### src/hdl/nchs_pkg.sv
// nchs_pkg: shared types and constants for the nearest cluster head search block
// beat structs for the request and response channels, request codes, register reset
// no dependencies

package nchs_pkg;

	// fixed field widths of the channel beats
	typedef logic [0:0]  req_code_t;
	typedef logic [6:0]  idx_t;
	typedef logic [9:0]  coord_t;
	typedef logic [20:0] dist_t;
	typedef logic [21:0] limit_t;

	// request codes
	localparam req_code_t REQ_WRITE = 1'b0;
	localparam req_code_t REQ_QUERY = 1'b1;

	// search limit after reset
	localparam limit_t LIMIT_RESET = 22'd1000000;

	// request beat
	typedef struct packed {
		req_code_t req_type;
		idx_t      node_index;
		coord_t    pos_x;
		coord_t    pos_y;
		logic      alive_in;
		logic      head_in;
	} req_t;

	// response beat
	typedef struct packed {
		logic  head_found;
		idx_t  head_index;
		dist_t distance_sq;
	} rsp_t;

endpackage

### src/hdl/nearest_cluster_head_search_core.sv
// nearest_cluster_head_search_core: node table and nearest cluster head query engine
// depends on nchs_pkg (beat types, codes) and nchs_dist (distance pipeline)

// A write beat fills one node entry and gives no response; a write to an index
// beyond the table is dropped. A query beat gives one response: a dead node, the
// base station or an index beyond the table answers "none found", a head node answers
// itself at distance 0, any other node gets the nearest alive head of entries 1 and up
// (lowest index on a tie) strictly below search_limit. The node table is one
// synchronous memory with a registered read port; a scanning query reads it one entry
// per cycle: the own entry is read in the accept cycle, then entries 1 to NODE_COUNT-1,
// then the distance pipeline drains and the response loads once the output register is
// free. After reset a clearing pass over all NODE_COUNT entries zeroes the alive and
// head marks; no request is accepted during that pass.
// A new request is accepted while an earlier response still waits in the output register.

module nearest_cluster_head_search_core #(
	parameter int NODE_COUNT = 128,
	parameter int COORD_BITS = 10
) (
	input  logic                  clk,
	input  logic                  arst_n,
	input  logic                  req_valid,
	output logic                  req_ready,
	input  nchs_pkg::req_t        req,
	output logic                  rsp_valid,
	input  logic                  rsp_ready,
	output nchs_pkg::rsp_t        rsp,
	input  logic                  cfg_we,
	input  nchs_pkg::limit_t      cfg_wdata
);

	localparam int IDX_W = (NODE_COUNT > 2) ? $clog2(NODE_COUNT) : 1;
	localparam int CB    = COORD_BITS;
	localparam int D_W   = 2 * CB + 1;
	localparam int M_W   = (D_W > 22) ? D_W : 22;
	localparam int E_W   = 2 * CB + 2;
	localparam logic [IDX_W-1:0] LAST_IDX = IDX_W'(NODE_COUNT - 1);
	localparam logic [IDX_W-1:0] FIRST_IDX = IDX_W'(1);

	typedef enum logic [2:0] {
		ST_CLEAR,
		ST_IDLE,
		ST_SELF,
		ST_SCAN,
		ST_DRAIN,
		ST_FINISH
	} state_t;

	state_t state_q;

	// node table: {x, y, alive, head}
	logic [E_W-1:0]   mem [NODE_COUNT];
	logic [E_W-1:0]   rd_data_q;
	logic             mem_we;
	logic [IDX_W-1:0] mem_waddr;
	logic [E_W-1:0]   mem_wdata;
	logic [IDX_W-1:0] rd_addr;

	nchs_pkg::limit_t search_limit_q;
	logic [IDX_W-1:0] scan_q;
	logic [IDX_W-1:0] qidx_q;
	logic [CB-1:0]    own_x_q;
	logic [CB-1:0]    own_y_q;
	logic             iss_s1;
	logic [IDX_W-1:0] idx_s1;

	logic             found_q;
	logic [IDX_W-1:0] best_idx_q;
	logic [D_W-1:0]   best_d_q;
	logic [M_W-1:0]   min_q;

	logic             accept;
	logic             in_range;
	logic [CB-1:0]    rd_x;
	logic [CB-1:0]    rd_y;
	logic             rd_alive;
	logic             rd_head;
	logic             cand_s1;
	logic             vld_s2;
	logic             cand_s2;
	logic [IDX_W-1:0] idx_s2;
	logic [D_W-1:0]   dist_sum;
	logic             hit;
	logic             rsp_free;

	// handshake
	assign req_ready = (state_q == ST_IDLE);
	assign accept    = req_valid && req_ready;
	assign in_range  = (32'(req.node_index) < NODE_COUNT);
	assign rsp_free  = !rsp_valid || rsp_ready;

	// memory port selection
	always_comb begin
		mem_we    = (state_q == ST_CLEAR) ||
			(accept && (req.req_type == nchs_pkg::REQ_WRITE) && in_range);
		mem_waddr = (state_q == ST_CLEAR) ? scan_q : IDX_W'(req.node_index);
		mem_wdata = (state_q == ST_CLEAR) ? '0 :
			{CB'(req.pos_x), CB'(req.pos_y), req.alive_in, req.head_in};
		rd_addr   = (state_q == ST_IDLE) ? IDX_W'(req.node_index) : scan_q;
	end

	// table memory, one write and one registered read per cycle
	always_ff @(posedge clk) begin
		if (mem_we) begin
			mem[mem_waddr] <= mem_wdata;
		end
		rd_data_q <= mem[rd_addr];
	end

	// read data fields
	assign rd_x     = rd_data_q[E_W-1 -: CB];
	assign rd_y     = rd_data_q[CB+1 -: CB];
	assign rd_alive = rd_data_q[1];
	assign rd_head  = rd_data_q[0];
	assign cand_s1  = rd_alive && rd_head && (idx_s1 != qidx_q);

	// distance pipeline
	nchs_dist #(
		.COORD_BITS (CB),
		.IDX_W      (IDX_W)
	) u_dist (
		.clk      (clk),
		.arst_n   (arst_n),
		.vld      (iss_s1),
		.cand     (cand_s1),
		.idx      (idx_s1),
		.own_x    (own_x_q),
		.own_y    (own_y_q),
		.ent_x    (rd_x),
		.ent_y    (rd_y),
		.vld_s2   (vld_s2),
		.cand_s2  (cand_s2),
		.idx_s2   (idx_s2),
		.dist_sum (dist_sum)
	);

	// candidate beats the running minimum
	assign hit = vld_s2 && cand_s2 && (M_W'(dist_sum) < min_q);

	// search limit register
	always_ff @(posedge clk or negedge arst_n) begin
		if (!arst_n) begin
			search_limit_q <= nchs_pkg::LIMIT_RESET;
		end else if (cfg_we) begin
			search_limit_q <= cfg_wdata;
		end
	end

	// sequencer, scan state and response register
	always_ff @(posedge clk or negedge arst_n) begin
		if (!arst_n) begin
			state_q    <= ST_CLEAR;
			scan_q     <= '0;
			qidx_q     <= '0;
			own_x_q    <= '0;
			own_y_q    <= '0;
			iss_s1     <= 1'b0;
			idx_s1     <= '0;
			found_q    <= 1'b0;
			best_idx_q <= '0;
			best_d_q   <= '0;
			min_q      <= '0;
			rsp_valid  <= 1'b0;
			rsp        <= '0;
		end else begin
			// a drained response frees the register unless a new one loads now
			if (rsp_valid && rsp_ready && (state_q != ST_FINISH)) begin
				rsp_valid <= 1'b0;
			end
			if (hit) begin
				found_q    <= 1'b1;
				best_idx_q <= idx_s2;
				best_d_q   <= dist_sum;
				min_q      <= M_W'(dist_sum);
			end
			case (state_q)
				ST_CLEAR: begin
					scan_q <= scan_q + 1'b1;
					if (scan_q == LAST_IDX) begin
						state_q <= ST_IDLE;
					end
				end
				ST_IDLE: begin
					if (accept && (req.req_type == nchs_pkg::REQ_QUERY)) begin
						qidx_q     <= IDX_W'(req.node_index);
						scan_q     <= FIRST_IDX;
						found_q    <= 1'b0;
						best_idx_q <= '0;
						best_d_q   <= '0;
						min_q      <= M_W'(search_limit_q);
						if (!in_range || (req.node_index == '0)) begin
							state_q <= ST_FINISH;
						end else begin
							state_q <= ST_SELF;
						end
					end
				end
				ST_SELF: begin
					// own entry is in the read register, entry 1 is being read
					own_x_q <= rd_x;
					own_y_q <= rd_y;
					if (!rd_alive) begin
						state_q <= ST_FINISH;
					end else if (rd_head) begin
						found_q    <= 1'b1;
						best_idx_q <= qidx_q;
						state_q    <= ST_FINISH;
					end else begin
						iss_s1 <= 1'b1;
						idx_s1 <= FIRST_IDX;
						scan_q <= scan_q + 1'b1;
						state_q <= (FIRST_IDX == LAST_IDX) ? ST_DRAIN : ST_SCAN;
					end
				end
				ST_SCAN: begin
					iss_s1 <= 1'b1;
					idx_s1 <= scan_q;
					scan_q <= scan_q + 1'b1;
					if (scan_q == LAST_IDX) begin
						state_q <= ST_DRAIN;
					end
				end
				ST_DRAIN: begin
					iss_s1 <= 1'b0;
					if (!iss_s1 && !vld_s2) begin
						state_q <= ST_FINISH;
					end
				end
				ST_FINISH: begin
					if (rsp_free) begin
						rsp_valid            <= 1'b1;
						rsp.head_found       <= found_q;
						rsp.head_index       <= nchs_pkg::idx_t'(best_idx_q);
						rsp.distance_sq      <= nchs_pkg::dist_t'(best_d_q);
						state_q              <= ST_IDLE;
					end
				end
				default: begin
					state_q <= ST_IDLE;
				end
			endcase
		end
	end

endmodule

### src/hdl/nchs_dist.sv
// nchs_dist: squared euclidean distance pipeline for one table entry per cycle
// abs differences combinational, squares registered, sum on the output side
// no package dependencies

module nchs_dist #(
	parameter int COORD_BITS = 10,
	parameter int IDX_W      = 7
) (
	input  logic                    clk,
	input  logic                    arst_n,
	input  logic                    vld,
	input  logic                    cand,
	input  logic [IDX_W-1:0]        idx,
	input  logic [COORD_BITS-1:0]   own_x,
	input  logic [COORD_BITS-1:0]   own_y,
	input  logic [COORD_BITS-1:0]   ent_x,
	input  logic [COORD_BITS-1:0]   ent_y,
	output logic                    vld_s2,
	output logic                    cand_s2,
	output logic [IDX_W-1:0]        idx_s2,
	output logic [2*COORD_BITS:0]   dist_sum
);

	localparam int SQ_W = 2 * COORD_BITS;

	logic [COORD_BITS-1:0] dx;
	logic [COORD_BITS-1:0] dy;
	logic [SQ_W-1:0]       sq_x_s2;
	logic [SQ_W-1:0]       sq_y_s2;

	// absolute coordinate differences
	always_comb begin
		dx = (own_x >= ent_x) ? (own_x - ent_x) : (ent_x - own_x);
		dy = (own_y >= ent_y) ? (own_y - ent_y) : (ent_y - own_y);
	end

	// valid pipeline
	always_ff @(posedge clk or negedge arst_n) begin
		if (!arst_n) begin
			vld_s2 <= 1'b0;
		end else begin
			vld_s2 <= vld;
		end
	end

	// squares, no reset on payload
	always_ff @(posedge clk) begin
		cand_s2 <= cand;
		idx_s2  <= idx;
		sq_x_s2 <= SQ_W'(dx) * SQ_W'(dx);
		sq_y_s2 <= SQ_W'(dy) * SQ_W'(dy);
	end

	// sum of squares
	assign dist_sum = {1'b0, sq_x_s2} + {1'b0, sq_y_s2};

endmodule

### config.mk
export PLATFORM = sky130hd
export DESIGN_NAME = nearest_cluster_head_search_core
export DESIGN_NICKNAME = d
export VERILOG_FILES = /design/src/hdl/nchs_pkg.sv /design/src/hdl/nearest_cluster_head_search_core.sv /design/src/hdl/nchs_dist.sv
export SDC_FILE = /design/constraint.sdc
export NUM_CORES = 2
export LEC_CHECK = 0
export BUFFER_PORTS_ARGS = -buffer_cell sky130_fd_sc_hd__buf_2
export CAP_MARGIN = 15
export CORE_ASPECT_RATIO = 1.2
export CORE_MARGIN = 8
export CORE_UTILIZATION = 63
export DETAILED_ROUTE_END_ITERATION = 12
export HOLD_SLACK_MARGIN = 0.06
export PLACE_DENSITY = 0.79
export RECOVER_POWER = 50
export SYNTH_ARGS = -nofsm -noshare
export SYNTH_HDL_FRONTEND = slang
export SYNTH_SLANG_ARGS = --single-unit
### constraint.sdc
create_clock -name clk -period 8.4 [get_ports clk]
set_clock_uncertainty 0.05 [all_clocks]
set_input_delay 0.84 -clock clk [delete_from_list [all_inputs] [get_ports clk]]
set_output_delay 0.84 -clock clk [all_outputs]
set_load 0.03 [all_outputs]
==> metrics.txt <==
outcome=complete, but fails checks; failing checks=max-capacitance violations, max-slew violations; first-pass GRT wire length=481000 µm; Clk Latency, worst-skew pair=between 0.9 and 1 ns; CTS tree=built; Final nets=7448; reg2reg start=state_q[0]; gr ovfl total=0; first-pass iteration count of the detailed router=7; post-detail-place hpwl=approximately 190000 µm; Rel. slew slack=-213%; CTS Buffer Depth=4; wire length per cell=33.5 µm; initial antenna violation count=26; Syn Area/Cell=approximately 18 µm²; r2r setup slk=0.31 ns; Post-Synthesis Cells=6799; worst hold slack=~0.18 ns; top cell type's share of synthesized area=between 60% and 70%; setup tns final=0 ns; CTS resizes=0; H-tree Lvls=5; Die Wd=422 µm; synth top area cells=edfxtp_1, mux4_2, dfrtp_1, nand2_1, ha_1; Max-Cap Viols=51; unrepaired setup endpoints after global routing=no; antenna-violating nets left=0; Final Max Tran Viols=3189; via count=68600; Seq cells post-synth=3033; most common cell after layout, fill and taps aside=edfxtp_1; Sink Count=3033; Critical Path RT=8.78 ns; Residual DRC=0; startpoint types=register; CP Class=reg2reg; Iteration-0 DRC Markers=between 9000 and 10000; vias in the first global route=70400; area delta synth->final=11.5%; crit end category=register; register area share after synthesis=between 70 and 80%; num rows=178; Yosys top cell by area=edfxtp_1; synth unique cells=88; Overall Global Routing Usage=31.1%; Final period util=between 90% and 100%; Worst Hold Class=in2reg; Post-synth top flop=edfxtp_1; Critical Path Fanout Max=57; most frequent cells in the layout=edfxtp_1, nand2_1, mux4_2; Inserted Clock Buffers=approximately 300; post-CTS setup buffer count=0; synth warn=0; Die Area=~210000 µm²; drt via density=approximately 7; Initial Util=a little under two thirds; number of synthesized flops with an enable pin=2816; Clock transition at path regs=0.06 ns; share of cells above drive strength 1=22.7%; num ports=a little under 90; Max Fclk=124 MHz; CTS root buf=clkbuf_16; critical path arrival=8.47 ns; CTS Hold Buffers Added=23; final count of negative-setup-slack endpoints=0; total wire length=around 330000 µm; post-synthesis cell area=124000 µm²; largest net degree at the start of global routing=approximately 110; RR Endpoint=mem[127][16]; Worst Tran Pin Value=4.70 ns; CP endpoint=mem[127][16]; Hold Vio Cnt, Final=0; Critical Path Source=state_q[0]; # port buffers=87; crit path time final=8.09 ns; core area=196000 µm²; fin util=70.7%; asr flop ratio synth=4.91%; Net Count, Synth=7130; Die Y-Extent=503 µm; RePlAce Congestion=0.890; Reg2Reg Depth=5
==> per-stage QoR <==
stage / instances / instance area [µm²] / setup WS [ns]
3_3_place_gp: 9395 / 129000 / 0.819
6_report: 9959 / 139000 / 0.313
2_1_floorplan: 6799 / 124000 / 1.42
5_1_grt: 9944 / 139000 / 0.167
4_1_cts: 9935 / 139000 / 0.721
3_5_place_dp: 9396 / 129000 / 0.741
==> worst min path at each step <==
stage               cells after the start  slack, ns      start                to
global route                            3       0.18    req[22]         qidx_q[0]
finish                                  3       0.18    req[24]         qidx_q[2]
CTS                                     3       0.13    req[24]         qidx_q[2]
floorplan                               0       0.34  idx_s1[0]  u_dist.idx_s2[0]
global placement                        0       0.36     iss_s1     u_dist.vld_s2
detailed placement                      0       0.36  idx_s1[5]  u_dist.idx_s2[5]
==> worst max-delay path: stages (launching register included) <==
cell,delay [ns]
dfrtp_1,0.56
nor3_1,0.08
clkbuf_1,1.03
nor2b_1,2.67
clkbuf_2,1.47
clkbuf_1,1.59
==> area by class of cell <==
type | count | area, µm²
multi-input combinational | 3205 | 33000
antenna | 17 | 42.5
tap | 2610 | 3270
clock inverter | 145 | 1420
timing repair buffer | 365 | 2580
clock buffer | 371 | 7970
fill | 11100 | 57500
inverter | 213 | 802
sequential | 3033 | 89700
==> logic make-up after synthesis <==
| family | count (synthesis) | synth area share (%) |
|---|---|---|
| flip-flops | 3033 | 72.0 |
| multiplexers | 848 | 14.0 |
| XOR/XNOR | 84 | 0.603 |
| adder cells (fa/ha/maj) | 274 | 3.35 |
| buffers and inverters | 561 | 1.92 |
| AO/OA/AOI/OAI | 512 | 2.94 |
| AND/OR/NAND/NOR | 1487 | 5.19 |
==> synth_stat cells, types with 110 or more instances <==
cell,n
dfrtp_1,142
a311oi_1,110
nand3_1,187
edfxtp_1,2816
nor2_1,263
buf_2,139
o21ai_0,117
mux4_2,704
inv_1,210
ha_1,175
nand2_1,792
clkbuf_1,157
==> routing by layer <==
metal / vias up / share of wire [%] / track usage (%)
met4: 18 / 7.5 / 18.7
met3: 1113 / 13 / 8.27
met5: - / 0.029 / 0
met2: 5291 / 47 / 49.2
met1: 34700 / 33 / 39.1
li1: 27400 / - / -
==> registers in the layout, summed over array words and instances (netlist names), 19 cells and up <==
name,cells
u_dist.sq_y_s2,19
mem,2816
u_dist.sq_x_s2,19
best_d_q,21
rsp,29
min_q,22
search_limit_q,22
rd_data_q,22
Power is not shown: default switching activity piles up to over one toggle a cycle in this logic, so the estimate is an artifact.
